`config.mk`:
```
export PLATFORM = sky130hd
export DESIGN_NAME = priority_fifo_process_scheduler
export DESIGN_NICKNAME = d
export VERILOG_FILES = /design/src/hdl/pfps_pkg.sv /design/src/hdl/priority_fifo_process_scheduler.sv
export SDC_FILE = /design/constraint.sdc
export NUM_CORES = 1
export LEC_CHECK = 0
export ABC_AREA = 1
export BUFFER_PORTS_ARGS = -buffer_cell sky130_fd_sc_hd__buf_2
export CAP_MARGIN = 20
export CORE_ASPECT_RATIO = 1.25
export CORE_MARGIN = 4
export CORE_UTILIZATION = 40
export CTS_CLUSTER_SIZE = 28
export DETAILED_ROUTE_END_ITERATION = 6
export PLACE_DENSITY = 0.61
export SYNTH_ARGS = -nofsm -noshare
export SYNTH_HDL_FRONTEND = slang
export SYNTH_SLANG_ARGS = --single-unit
```
`constraint.sdc`:
```
create_clock -name clock -period 6 [get_ports clock]
set_input_delay 1.5 -clock clock [delete_from_list [all_inputs] [get_ports clock]]
set_output_delay 1.5 -clock clock [all_outputs]
set_load 0.05 [all_outputs]
```
`src/hdl/pfps_pkg.sv`:
```
`default_nettype none

package pfps_pkg;

   localparam int SLOTS        = 32;
   localparam int SLOT_W       = $clog2(SLOTS);
   localparam int COUNT_W      = $clog2(SLOTS + 1);
   localparam int PID_W        = 16;
   localparam int PRIO_W       = 5;
   localparam int QUANTUM_W    = 9;
   localparam int BASE_W       = 8;
   localparam int TOP_PRIORITY = 31;
   localparam int PRIO_LIMIT   = (1 << PRIO_W) - 1;
   localparam int PRIO_WEIGHT  = 3;
   localparam int QUANTUM_MAX  = (1 << QUANTUM_W) - 1;

   // Priority of slot 0 after reset, clipped to the priority field.
   localparam logic [PRIO_W-1:0] PRIO_RESET =
      PRIO_W'((TOP_PRIORITY > PRIO_LIMIT) ? PRIO_LIMIT : TOP_PRIORITY);
   localparam logic [BASE_W-1:0] BASE_QUANTUM_RESET = BASE_W'(10);

   // Stream payload widths, rounded up to whole bytes.
   localparam int REQ_W = 24;
   localparam int RSP_W = 40;

   localparam int CSR_ADDR_W = 3;
   localparam int CSR_DATA_W = 32;
   localparam logic CSR_IDX_BASE_QUANTUM = 1'b0;

   typedef enum logic [1:0] {
      CMD_CREATE   = 2'd0,
      CMD_CHANGE   = 2'd1,
      CMD_SCHEDULE = 2'd2
   } cmd_type;

   typedef enum logic [1:0] {
      STATUS_OK        = 2'd0,
      STATUS_FULL      = 2'd1,
      STATUS_REJECTED  = 2'd2,
      STATUS_NOT_FOUND = 2'd3
   } status_type;

   typedef enum logic [3:0] {
      ST_INIT,
      ST_IDLE,
      ST_DECODE,
      ST_CH_SCAN,
      ST_SC_SCAN,
      ST_SC_SHIFT,
      ST_SC_PID,
      ST_EMIT
   } state_type;

   function automatic logic [QUANTUM_W-1:0] quantum_for(input logic [BASE_W-1:0] base,
                                                         input logic [PRIO_W-1:0] prio);
      logic [QUANTUM_W:0] sum;
      sum = (QUANTUM_W+1)'(base) +
            (QUANTUM_W+1)'(prio) * (QUANTUM_W+1)'(PRIO_WEIGHT);
      if (sum > (QUANTUM_W+1)'(QUANTUM_MAX)) begin
         return QUANTUM_W'(QUANTUM_MAX);
      end
      return sum[QUANTUM_W-1:0];
   endfunction

endpackage

`default_nettype wire

```
`src/hdl/priority_fifo_process_scheduler.sv`:
```
`default_nettype none

// Channel  Direction  Handshake              Payload
// req      in         req_tvalid/req_tready  cmd, pid, priority_req
// rsp      out        rsp_tvalid/rsp_tready  status, slot, running_pid, running_priority, quantum
// csr      in         APB, pready tied high  base_quantum at byte address 0
//
// Create and unused commands go through the decode and emit states to the registered result.
// Change scans the used slots through the pid memory read port.
// Schedule scans the ready queue through two chained memory reads,
// then compacts the queue one entry a cycle.
// After reset the init state writes slot 0 before the first item is accepted.
// A finished result waits in the output register while the next item is accepted.

module priority_fifo_process_scheduler (
   input  wire logic                              clock,
   input  wire logic                              reset,
   input  wire logic                              req_tvalid,
   output logic                                   req_tready,
   // [1:0] cmd, [17:2] pid, [22:18] priority_req, [23] zero
   input  wire logic [pfps_pkg::REQ_W-1:0]        req_tdata,
   output logic                                   rsp_tvalid,
   input  wire logic                              rsp_tready,
   // [1:0] status, [6:2] slot, [22:7] running_pid, [27:23] running_priority,
   // [36:28] quantum, [39:37] zero
   output logic [pfps_pkg::RSP_W-1:0]             rsp_tdata,
   input  wire logic                              csr_psel,
   input  wire logic                              csr_penable,
   input  wire logic                              csr_pwrite,
   input  wire logic [pfps_pkg::CSR_ADDR_W-1:0]   csr_paddr,
   input  wire logic [pfps_pkg::CSR_DATA_W-1:0]   csr_pwdata,
   output logic [pfps_pkg::CSR_DATA_W-1:0]        csr_prdata,
   output logic                                   csr_pready
);

   localparam int SW = pfps_pkg::SLOT_W;
   localparam int CW = pfps_pkg::COUNT_W;
   localparam int PW = pfps_pkg::PRIO_W;
   localparam int DW = pfps_pkg::PID_W;
   localparam int QW = pfps_pkg::QUANTUM_W;
   localparam int BW = pfps_pkg::BASE_W;
   localparam int CSR_ADDR_W_TOP = pfps_pkg::CSR_ADDR_W - 1;

   // Slot and queue stores.
   logic [DW-1:0] pid_mem   [pfps_pkg::SLOTS];
   logic [PW-1:0] prio_mem  [pfps_pkg::SLOTS];
   logic [SW-1:0] order_mem [pfps_pkg::SLOTS];

   logic          pid_we;
   logic [SW-1:0] pid_waddr;
   logic [DW-1:0] pid_wdata;
   logic [SW-1:0] pid_raddr;
   logic [DW-1:0] pid_rdata_ff;

   logic          prio_we;
   logic [SW-1:0] prio_waddr;
   logic [PW-1:0] prio_wdata;
   logic [SW-1:0] prio_raddr;
   logic [PW-1:0] prio_rdata_ff;

   logic          order_we;
   logic [SW-1:0] order_waddr;
   logic [SW-1:0] order_wdata;
   logic [SW-1:0] order_raddr;
   logic [SW-1:0] order_rdata_ff;

   pfps_pkg::state_type  state_ff, state_in;
   logic [BW-1:0]        base_quantum_ff;
   logic [CW-1:0]        ready_count_ff, ready_count_in;
   logic [CW-1:0]        slots_used_ff, slots_used_in;
   logic [SW-1:0]        running_slot_ff, running_slot_in;
   logic [DW-1:0]        running_pid_ff, running_pid_in;
   logic [PW-1:0]        running_prio_ff, running_prio_in;
   logic [QW-1:0]        running_quantum_ff, running_quantum_in;

   pfps_pkg::cmd_type    cmd_ff, cmd_in;
   logic [DW-1:0]        pid_ff, pid_in;
   logic [PW-1:0]        prio_ff, prio_in;

   logic [CW-1:0]        issue_idx_ff, issue_idx_in;
   logic                 a_vld_ff, a_vld_in;
   logic [SW-1:0]        a_idx_ff, a_idx_in;
   logic                 b_vld_ff, b_vld_in;
   logic [SW-1:0]        b_idx_ff, b_idx_in;
   logic [SW-1:0]        b_slot_ff, b_slot_in;
   logic                 have_ff, have_in;
   logic [PW-1:0]        best_prio_ff, best_prio_in;
   logic [SW-1:0]        best_idx_ff, best_idx_in;
   logic [SW-1:0]        best_slot_ff, best_slot_in;

   pfps_pkg::status_type res_status_ff, res_status_in;
   logic [SW-1:0]        res_slot_ff, res_slot_in;
   logic                 rsp_valid_ff, rsp_valid_in;
   logic [pfps_pkg::RSP_W-1:0] rsp_data_ff, rsp_data_in;

   logic csr_write;

   // Configuration port.
   assign csr_pready = 1'b1;
   assign csr_write  = csr_psel & csr_penable & csr_pwrite & csr_pready;

   always_comb begin
      csr_prdata = '0;
      if (csr_paddr[CSR_ADDR_W_TOP] == pfps_pkg::CSR_IDX_BASE_QUANTUM) begin
         csr_prdata = pfps_pkg::CSR_DATA_W'(base_quantum_ff);
      end
   end

   always_ff @(posedge clock) begin
      if (reset) begin
         base_quantum_ff <= pfps_pkg::BASE_QUANTUM_RESET;
      end else if (csr_write &&
                   csr_paddr[CSR_ADDR_W_TOP] == pfps_pkg::CSR_IDX_BASE_QUANTUM) begin
         base_quantum_ff <= csr_pwdata[BW-1:0];
      end
   end

   // Memories with registered reads.
   always_ff @(posedge clock) begin
      if (pid_we) begin
         pid_mem[pid_waddr] <= pid_wdata;
      end
      pid_rdata_ff <= pid_mem[pid_raddr];
   end

   always_ff @(posedge clock) begin
      if (prio_we) begin
         prio_mem[prio_waddr] <= prio_wdata;
      end
      prio_rdata_ff <= prio_mem[prio_raddr];
   end

   always_ff @(posedge clock) begin
      if (order_we) begin
         order_mem[order_waddr] <= order_wdata;
      end
      order_rdata_ff <= order_mem[order_raddr];
   end

   // Read addresses follow the sequencer.
   assign order_raddr = issue_idx_ff[SW-1:0];
   assign pid_raddr   = (state_ff == pfps_pkg::ST_SC_SHIFT) ? best_slot_ff
                                                            : issue_idx_ff[SW-1:0];
   assign prio_raddr  = (state_ff == pfps_pkg::ST_SC_SCAN) ? order_rdata_ff
                                                           : issue_idx_ff[SW-1:0];

   assign req_tready = (state_ff == pfps_pkg::ST_IDLE);
   assign rsp_tvalid = rsp_valid_ff;
   assign rsp_tdata  = rsp_data_ff;

   always_ff @(posedge clock) begin
      if (reset) begin
         state_ff           <= pfps_pkg::ST_INIT;
         ready_count_ff     <= '0;
         slots_used_ff      <= CW'(1);
         running_slot_ff    <= '0;
         running_pid_ff     <= '0;
         running_prio_ff    <= pfps_pkg::PRIO_RESET;
         running_quantum_ff <= pfps_pkg::quantum_for(pfps_pkg::BASE_QUANTUM_RESET, '0);
         a_vld_ff           <= 1'b0;
         b_vld_ff           <= 1'b0;
         have_ff            <= 1'b0;
         rsp_valid_ff       <= 1'b0;
      end else begin
         state_ff           <= state_in;
         ready_count_ff     <= ready_count_in;
         slots_used_ff      <= slots_used_in;
         running_slot_ff    <= running_slot_in;
         running_pid_ff     <= running_pid_in;
         running_prio_ff    <= running_prio_in;
         running_quantum_ff <= running_quantum_in;
         a_vld_ff           <= a_vld_in;
         b_vld_ff           <= b_vld_in;
         have_ff            <= have_in;
         rsp_valid_ff       <= rsp_valid_in;
      end
   end

   always_ff @(posedge clock) begin
      cmd_ff        <= cmd_in;
      pid_ff        <= pid_in;
      prio_ff       <= prio_in;
      issue_idx_ff  <= issue_idx_in;
      a_idx_ff      <= a_idx_in;
      b_idx_ff      <= b_idx_in;
      b_slot_ff     <= b_slot_in;
      best_prio_ff  <= best_prio_in;
      best_idx_ff   <= best_idx_in;
      best_slot_ff  <= best_slot_in;
      res_status_ff <= res_status_in;
      res_slot_ff   <= res_slot_in;
      rsp_data_ff   <= rsp_data_in;
   end

   always_comb begin
      logic          issue;
      logic          take;
      logic          out_free;
      logic [SW-1:0] pick_idx;

      state_in           = state_ff;
      ready_count_in     = ready_count_ff;
      slots_used_in      = slots_used_ff;
      running_slot_in    = running_slot_ff;
      running_pid_in     = running_pid_ff;
      running_prio_in    = running_prio_ff;
      running_quantum_in = running_quantum_ff;
      cmd_in             = cmd_ff;
      pid_in             = pid_ff;
      prio_in            = prio_ff;
      issue_idx_in       = issue_idx_ff;
      a_vld_in           = 1'b0;
      a_idx_in           = a_idx_ff;
      b_vld_in           = 1'b0;
      b_idx_in           = b_idx_ff;
      b_slot_in          = b_slot_ff;
      have_in            = have_ff;
      best_prio_in       = best_prio_ff;
      best_idx_in        = best_idx_ff;
      best_slot_in       = best_slot_ff;
      res_status_in      = res_status_ff;
      res_slot_in        = res_slot_ff;
      rsp_data_in        = rsp_data_ff;

      pid_we      = 1'b0;
      pid_waddr   = slots_used_ff[SW-1:0];
      pid_wdata   = pid_ff;
      prio_we     = 1'b0;
      prio_waddr  = slots_used_ff[SW-1:0];
      prio_wdata  = prio_ff;
      order_we    = 1'b0;
      order_waddr = ready_count_ff[SW-1:0];
      order_wdata = slots_used_ff[SW-1:0];

      issue    = 1'b0;
      take     = !have_ff || (prio_rdata_ff > best_prio_ff);
      out_free = !rsp_valid_ff || rsp_tready;
      pick_idx = take ? b_idx_ff : best_idx_ff;

      rsp_valid_in = rsp_valid_ff & ~rsp_tready;

      case (state_ff)
         pfps_pkg::ST_INIT: begin
            // Slot 0 holds pid 0 at the top priority after reset.
            pid_we     = 1'b1;
            pid_waddr  = '0;
            pid_wdata  = '0;
            prio_we    = 1'b1;
            prio_waddr = '0;
            prio_wdata = pfps_pkg::PRIO_RESET;
            state_in   = pfps_pkg::ST_IDLE;
         end

         pfps_pkg::ST_IDLE: begin
            if (req_tvalid) begin
               cmd_in   = pfps_pkg::cmd_type'(req_tdata[1:0]);
               pid_in   = req_tdata[DW+1:2];
               prio_in  = req_tdata[DW+PW+1:DW+2];
               state_in = pfps_pkg::ST_DECODE;
            end
         end

         pfps_pkg::ST_DECODE: begin
            issue_idx_in = '0;
            have_in      = 1'b0;
            case (cmd_ff)
               pfps_pkg::CMD_CREATE: begin
                  if (slots_used_ff >= CW'(pfps_pkg::SLOTS) ||
                      ready_count_ff >= CW'(pfps_pkg::SLOTS)) begin
                     res_status_in = pfps_pkg::STATUS_FULL;
                     res_slot_in   = '0;
                  end else begin
                     pid_we         = 1'b1;
                     prio_we        = 1'b1;
                     order_we       = 1'b1;
                     slots_used_in  = slots_used_ff + CW'(1);
                     ready_count_in = ready_count_ff + CW'(1);
                     res_status_in  = pfps_pkg::STATUS_OK;
                     res_slot_in    = slots_used_ff[SW-1:0];
                  end
                  state_in = pfps_pkg::ST_EMIT;
               end
               pfps_pkg::CMD_CHANGE: begin
                  state_in = pfps_pkg::ST_CH_SCAN;
               end
               pfps_pkg::CMD_SCHEDULE: begin
                  // The running process rejoins the tail of the queue first, if the queue has room.
                  if (ready_count_ff < CW'(pfps_pkg::SLOTS)) begin
                     order_we       = 1'b1;
                     order_wdata    = running_slot_ff;
                     ready_count_in = ready_count_ff + CW'(1);
                  end
                  state_in = pfps_pkg::ST_SC_SCAN;
               end
               default: begin
                  res_status_in = pfps_pkg::STATUS_OK;
                  res_slot_in   = running_slot_ff;
                  state_in      = pfps_pkg::ST_EMIT;
               end
            endcase
         end

         pfps_pkg::ST_CH_SCAN: begin
            // One slot read issued per cycle; compare in the cycle after.
            issue        = issue_idx_ff < slots_used_ff;
            issue_idx_in = issue_idx_ff + CW'(issue);
            a_vld_in     = issue;
            a_idx_in     = issue_idx_ff[SW-1:0];
            if (a_vld_ff && pid_rdata_ff == pid_ff) begin
               res_slot_in = a_idx_ff;
               if (prio_ff < prio_rdata_ff) begin
                  res_status_in = pfps_pkg::STATUS_REJECTED;
               end else begin
                  res_status_in = pfps_pkg::STATUS_OK;
                  prio_we       = 1'b1;
                  prio_waddr    = a_idx_ff;
                  if (a_idx_ff == running_slot_ff) begin
                     running_prio_in    = prio_ff;
                     running_quantum_in = pfps_pkg::quantum_for(base_quantum_ff, prio_ff);
                  end
               end
               a_vld_in = 1'b0;
               state_in = pfps_pkg::ST_EMIT;
            end else if (a_vld_ff && {1'b0, a_idx_ff} == slots_used_ff - CW'(1)) begin
               res_status_in = pfps_pkg::STATUS_NOT_FOUND;
               res_slot_in   = '0;
               a_vld_in      = 1'b0;
               state_in      = pfps_pkg::ST_EMIT;
            end
         end

         pfps_pkg::ST_SC_SCAN: begin
            // Stage A reads the queue entry, stage B its slot priority,
            // stage C keeps the first highest one.
            issue        = issue_idx_ff < ready_count_ff;
            issue_idx_in = issue_idx_ff + CW'(issue);
            a_vld_in     = issue;
            a_idx_in     = issue_idx_ff[SW-1:0];
            b_vld_in     = a_vld_ff;
            b_idx_in     = a_idx_ff;
            b_slot_in    = order_rdata_ff;
            if (b_vld_ff) begin
               if (take) begin
                  have_in      = 1'b1;
                  best_prio_in = prio_rdata_ff;
                  best_idx_in  = b_idx_ff;
                  best_slot_in = b_slot_ff;
               end
               if ({1'b0, b_idx_ff} == ready_count_ff - CW'(1)) begin
                  issue_idx_in = {1'b0, pick_idx} + CW'(1);
                  a_vld_in     = 1'b0;
                  b_vld_in     = 1'b0;
                  state_in     = pfps_pkg::ST_SC_SHIFT;
               end
            end
         end

         pfps_pkg::ST_SC_SHIFT: begin
            // Close the gap: each entry after the chosen one moves down by one.
            issue        = issue_idx_ff < ready_count_ff;
            issue_idx_in = issue_idx_ff + CW'(issue);
            a_vld_in     = issue;
            a_idx_in     = issue_idx_ff[SW-1:0];
            if (a_vld_ff) begin
               order_we    = 1'b1;
               order_waddr = a_idx_ff - SW'(1);
               order_wdata = order_rdata_ff;
            end
            if (!issue && !a_vld_ff) begin
               state_in = pfps_pkg::ST_SC_PID;
            end
         end

         pfps_pkg::ST_SC_PID: begin
            ready_count_in     = ready_count_ff - CW'(1);
            running_slot_in    = best_slot_ff;
            running_pid_in     = pid_rdata_ff;
            running_prio_in    = best_prio_ff;
            running_quantum_in = pfps_pkg::quantum_for(base_quantum_ff, best_prio_ff);
            res_status_in      = pfps_pkg::STATUS_OK;
            res_slot_in        = best_slot_ff;
            state_in           = pfps_pkg::ST_EMIT;
         end

         pfps_pkg::ST_EMIT: begin
            if (out_free) begin
               rsp_valid_in = 1'b1;
               rsp_data_in  = pfps_pkg::RSP_W'({running_quantum_ff, running_prio_ff,
                                                running_pid_ff, res_slot_ff,
                                                res_status_ff});
               state_in     = pfps_pkg::ST_IDLE;
            end
         end

         default: begin
            state_in = pfps_pkg::ST_IDLE;
         end
      endcase
   end

endmodule

`default_nettype wire

```
==> results of run 1 <==
worst paths after layout:
kind	from	cells past startpoint	end
worst max register to register	state_ff[2]	11	pid_rdata_ff[5]
worst min register to register	running_quantum_ff[5]	0	rsp_tdata[33]
worst min-delay path	running_quantum_ff[5]	0	rsp_tdata[33]
worst max-delay path	state_ff[2]	11	pid_rdata_ff[5]
cell type report:
| class | count | share of cell area, % |
|---|---|---|
| Clock buffer | 132 | 5.65 |
| Timing Repair Buffer | 170 | 2.30 |
| Inverter | 327 | 2.51 |
| Sequential cell | 1023 | 60.9 |
| Multi-Input combinational cell | 2258 | 23.6 |
| Tap cell | 1428 | 3.65 |
| Clock inverter | 61 | 1.41 |
routing by layer:
| metal | part of all wire (%) | wire, um | track usage, % |
|---|---|---|---|
| met1 | 41 | 43300 | 23.3 |
| met2 | 52 | 55000 | 32.8 |
| met3 | 5.2 | 5510 | 2.62 |
| met5 | 0.012 | 13 | 0 |
| met4 | 2.7 | 2880 | 5.56 |
synthesized netlist by cell type (all sizes together):
library cell,instances
nand4,23
xnor2,9
edfxtp,935
nor3,8
fa,10
o21ai,497
mux2i,8
nor2,446
o21a,3
o21bai,2
a32o,1
a211oi,1
a221oi,2
dfxtp,88
o2111ai,2
nand2,536
inv,323
o221ai,4
a31oi,6
buf,100
mux2,4
a21boi,1
o22ai,50
ha,49
conb,2
o311ai,5
or2,8
o211ai,172
and3,1
nand3,160
xnor3,1
clkbuf,124
a21oi,202
xor2,17
clkinv,4
a32oi,2
registers in the layout, summed over array words and instances, names as in the netlist, 8 cells and up:
name                flops
prio_mem              160
base_quantum_ff         8
running_quantum_ff      9
pid_ff                 16
pid_rdata_ff           16
pid_mem               512
order_mem             160
rsp_tdata              37
running_pid_ff         16
power by group:
group          internal [uW]  switching [uW]
Sequential              8820             288
Clock                   3830            2690
Combinational           2200            5910
through the flow:
| step | cell area [um^2] | utilization [%] | std cells | setup WS [ns] |
|---|---|---|---|---|
| after CTS | 49000 | 45.6 | 5398 | 2.19 |
| after global placement | 45500 | 42.4 | 5201 | 2.26 |
| after floorplan | 43500 | - | 3832 | 1.43 |
| final | 49000 | 45.7 | 5399 | 2.20 |
| after detailed placement | 45500 | 42.4 | 5205 | 2.22 |
| after global routing | 49000 | 45.7 | 5399 | 1.93 |
logic make-up after synthesis:
group	Yosys count	share of synthesized area [%]
AO/OA/AOI/OAI	950	12.3
XOR/XNOR	27	0.577
adder cells (fa/ha/maj)	59	1.87
buffers and inverters	551	5.23
flip-flops	1023	68.8
multiplexers	12	0.288
other	2	0.0173
AND/OR/NAND/NOR	1182	11.0
==> impl_results.md, run 1 <==
* Vias in the first global route at 27,494
* Critical path arrival at 4.42 ns
* Synthesized instance count at 3,806
* Clk_skew at 0.0313 ns
* DRT iter0 DRCs at 2,379
* Routability cong. at 0.886
* Final setup fails at 0
* Final worst-path cycle share at 63.4%
* Crit path cell chain: inv_2 > nor2_4 > nand2_1 > nand2_8 > buf_12 > o21ai_0 > o211ai_1 > nand3_1 > nand2_1 > nand2_1 > nand2_1
* Synth-to-layout area growth at 12.9%
* WP data required at 6.62 ns
* IO Pins at 141
* CP peak stage delay at 0.61 ns
* Hpwl dp at 65,100 um
* Largest area contributor in the netlist: edfxtp_1
* Status: finished, final reports clean
* Die Ht at 376 um
* Synth warn at 0
* Remaining DRCs at 0
* Initial Utilization at 40.4%
* Cell family with most CP delay: simple AND/OR/NAND/NOR gates
* Max clock buf depth at 3
* RSZ-0062 raised after global routing: false
* # diodes at 0
* Hold_ws at 0.408 ns
* Register Area at 0.0298 mm^2
* Cell mode on critical path: nand2_1
* Vias/cell at 5.25
* GR Overflow Total at 0
* Total power at 23,700 uW
* Setup bufs post-CTS at 0
* Critical path startpoint category: flop
* Largest net degree at the start of global routing at 176
* Fraction of the yosys area taken by sequential cells at 68.8%
* Netlist Area Pre-Place at 0.0434 mm^2
* Worst-path clk slew at 0.06 ns
* Fmax at 263 MHz
* VDD IR max at 0.000458 V
* Final WL at 107,000 um
* Drt pass-1 iters at 5
* First-pass GRT wire length at 163,000 um
* CP bufs+invs at 2
* Core area at 0.107 mm^2
* Final ANT Viol Nets at 0
* Clk sink count at 1,023
* CTS Root Cell: clkbuf_16
* Leak Pwr at 0.0177 uW
* Antenna violations before repair at 2
* Crit-path slowest cell: dfxtp_1
* I/O Buffers at 85
* Layout Nets at 4,009
* Worst relative slew slack at 30.8%
* TritonCTS clock tree: yes
* Max Slew Vio Count at 0
* H-tree depth at 3
* Worst skew pair latency at 0.68 ns
* Final hold viol count at 0
* Top post-synthesis cells by area: edfxtp_1, o21ai_0, nand2_1
* Area of the multi-input gates at 0.0115 mm^2
* Synthesized flop and latch total at 1,023
* Post-CTS Resized at 0
* Critical Path Sink Type: flop
* CTS buffer count at 104
* Final TNS setup at 0 ns
* DIE AREA at 0.114 mm^2
* Syn avg cell area at 11.4 um^2
* DR WL/cell at 19.8 um
* Power density over cell area at 485 mW/mm^2
* Commonest non-fill, non-tap cell in the layout: edfxtp_1
* Share of cells above drive strength 1 at 9.75%
* Commonest non-fill, non-tap cells in the layout: edfxtp_1, nand2_1, o21ai_0
* Tmin final at 3.80 ns
* CP Max Fanout at 175
* R2R Setup Slk at 2.20 ns
* HP Class: reg -> reg
* Hold Buf Count CTS at 0
* GRT Resource Usage Total at 18.4%
* # fillers at 9,805
* Die width at 303 um
* Max Cap Viol at 0
* Cell variety after synth at 45
* Count of standard-cell rows at 134
* Crit path kind: reg -> reg
* Pin slew with the least headroom to its limit at 1.04 ns
* Via count at 28,349
* Yosys top cell area share at 64.7%
Power figures use the tool's default switching activity.
==> run 2: changes to the inputs <==
==> constraint.sdc (replaced) <==
create_clock -name clock -period 3.85 [get_ports clock]
set_input_delay 0.9625 -clock clock [delete_from_list [all_inputs] [get_ports clock]]
set_output_delay 0.9625 -clock clock [all_outputs]
set_load 0.05 [all_outputs]
==> impl_results.md, run 2 (synthesized netlist as in run 1, its figures left out) <==
* DR WL/cell at 20.2 um
* Vias in the first global route at 27,723
* Final hold viol count at 0
* Commonest non-fill, non-tap cells in the layout: edfxtp_1, nand2_1, o21ai_0
* Worst skew pair latency at 0.67 ns
* Tmin final at 3.25 ns
* Cell count after placement at 5,236
* TritonCTS clock tree: yes
* IO Pins at 141
* Crit path kind: reg -> reg
* Biggest register: pid_mem
* CTS Root Cell: clkbuf_16
* Final WL at 109,000 um
* Antenna violations before repair at 4
* Die Ht at 376 um
* DRT iter0 DRCs at 2,571
* Clk_skew at 0.0553 ns
* HP Class: reg -> reg
* Final worst-path cycle share at 84.3%
* CTS buffer count at 103
* Clk sink count at 1,023
* Final TNS setup at 0 ns
* Final ANT Viol Nets at 0
* CP peak stage delay at 0.57 ns
* Commonest non-fill, non-tap cell in the layout: edfxtp_1
* Crit-path slowest cell: o21ai_0
* Non-Filler Instances at 5,434
* Layout Nets at 4,038
* Max Slew Vio Count at 0
* Setup bufs post-CTS at 0
* DIE AREA at 0.114 mm^2
* Power density over cell area at 769 mW/mm^2
* HP Start: b_slot_ff[4]
* H-tree depth at 3
* Final setup fails at 0
* Leak Pwr at 0.0179 uW
* Core area at 0.107 mm^2
* Worst-path clk slew at 0.07 ns
* Routability cong. at 0.886
* Share of cells above drive strength 1 at 10.8%
* Worst relative slew slack at 35.0%
* RSZ-0062 raised after global routing: false
* Critical path startpoint category: flop
* Via count at 28,707
* Vias/cell at 5.28
* Synth-to-layout area growth at 13.9%
* Max reg flops at 512
* Critical path arrival at 3.51 ns
* Largest net degree at the start of global routing at 105
* First-pass GRT wire length at 165,000 um
* Count of standard-cell rows at 134
* VDD IR max at 0.000593 V
* I/O Buffers at 85
* Remaining DRCs at 0
* WP data required at 4.11 ns
* Pin slew with the least headroom to its limit at 0.974 ns
* Largest registers: pid_mem x512, order_mem x160, prio_mem x160
* Initial Utilization at 40.4%
* Fmax at 308 MHz
* Die width at 303 um
* Crit path cell chain: inv_1 > nor2_2 > nand2_2 > nor2_1 > inv_1 > o21ai_0 > inv_1 > nor2_1 > nand2_1 > nor2_1
* Critical path origin: state_ff[0]
* GRT Resource Usage Total at 18.8%
* Worst r2r src: state_ff[0]
* Drt pass-1 iters at 6
* Max Cap Viol at 0
* CP Max Fanout at 16
* Max clock buf depth at 3
* Critical Path Sink Type: flop
* Status: finished, final reports clean
* Hpwl dp at 68,400 um
* Post-CTS Resized at 0
* GR Overflow Total at 0
* Hold Buf Count CTS at 0
==> run 2: changes by cell type in the layout (fill, tap and decap cells not counted), moves of 2 or more <==
cell,previous run,this run
buf_12,3,12
buf_4,78,103
buf_8,3,0
bufinv_16,13,15
clkbuf_1,23,20
clkbuf_8,4,7
clkinv_1,23,11
clkinv_2,18,26
clkinvlp_4,3,6
diode_2,0,2
inv_6,1,3
==> run 2: critical path: cells and delay by family (launching register included) <==
family / cells / cell delay (ns)
buffers and inverters: 3 / 0.50
AND/OR/NAND/NOR: 6 / 1.31
AO/OA/AOI/OAI: 1 / 0.57
flip-flops: 1 / 0.44
==> run 2: metrics by stage <==
step | worst slack (ns) | hold WS (ns) | total power [uW] | area (um^2) | util (%)
after floorplan | 0.720 | 0.400 | 22900 | 43500 | -
after global placement | 0.630 | 0.401 | 27600 | 45800 | 42.7
after detailed placement | 0.623 | 0.407 | 27800 | 45800 | 42.7
after CTS | 0.608 | 0.371 | 38300 | 49400 | 46.1
after global routing | 0.306 | 0.370 | 40100 | 49400 | 46.1
final | 0.604 | 0.380 | 38000 | 49400 | 46.1
==> run 2: layout make-up <==
type	instances	area, um^2
Antenna cell	2	5.00
Multi-Input combinational cell	2258	11600
Tap cell	1428	1790
Sequential cell	1023	29800
Clock inverter	65	817
Timing Repair Buffer	200	1440
Inverter	327	1230
Clock buffer	131	2770
Fill cell	9694	57900
==> run 2: worst paths after layout <==
kind                                         end  slack, ns  depth (start not counted)
worst max-delay path            order_mem[26][1]       0.60                         10
worst min-delay path             best_slot_ff[4]       0.38                          0
worst max register to register  order_mem[26][1]       0.60                         10
worst min register to register   best_slot_ff[4]       0.38                          0
==> run 2: layer usage <==
layer	GRT usage (%)	share of wire [%]	wire [um]	vias up
met2	33.8	52	56500	858
met5	0	0	0	-
met1	23.3	39	43200	13964
met4	7.04	3.7	4090	0
li1	-	-	-	13662
met3	2.14	5.2	5650	223
==> run 2: power by group <==
group	internal (uW)	switching [uW]
Combinational	3730	9670
Clock	6160	4300
Sequential	13700	408
Total	23600	14400
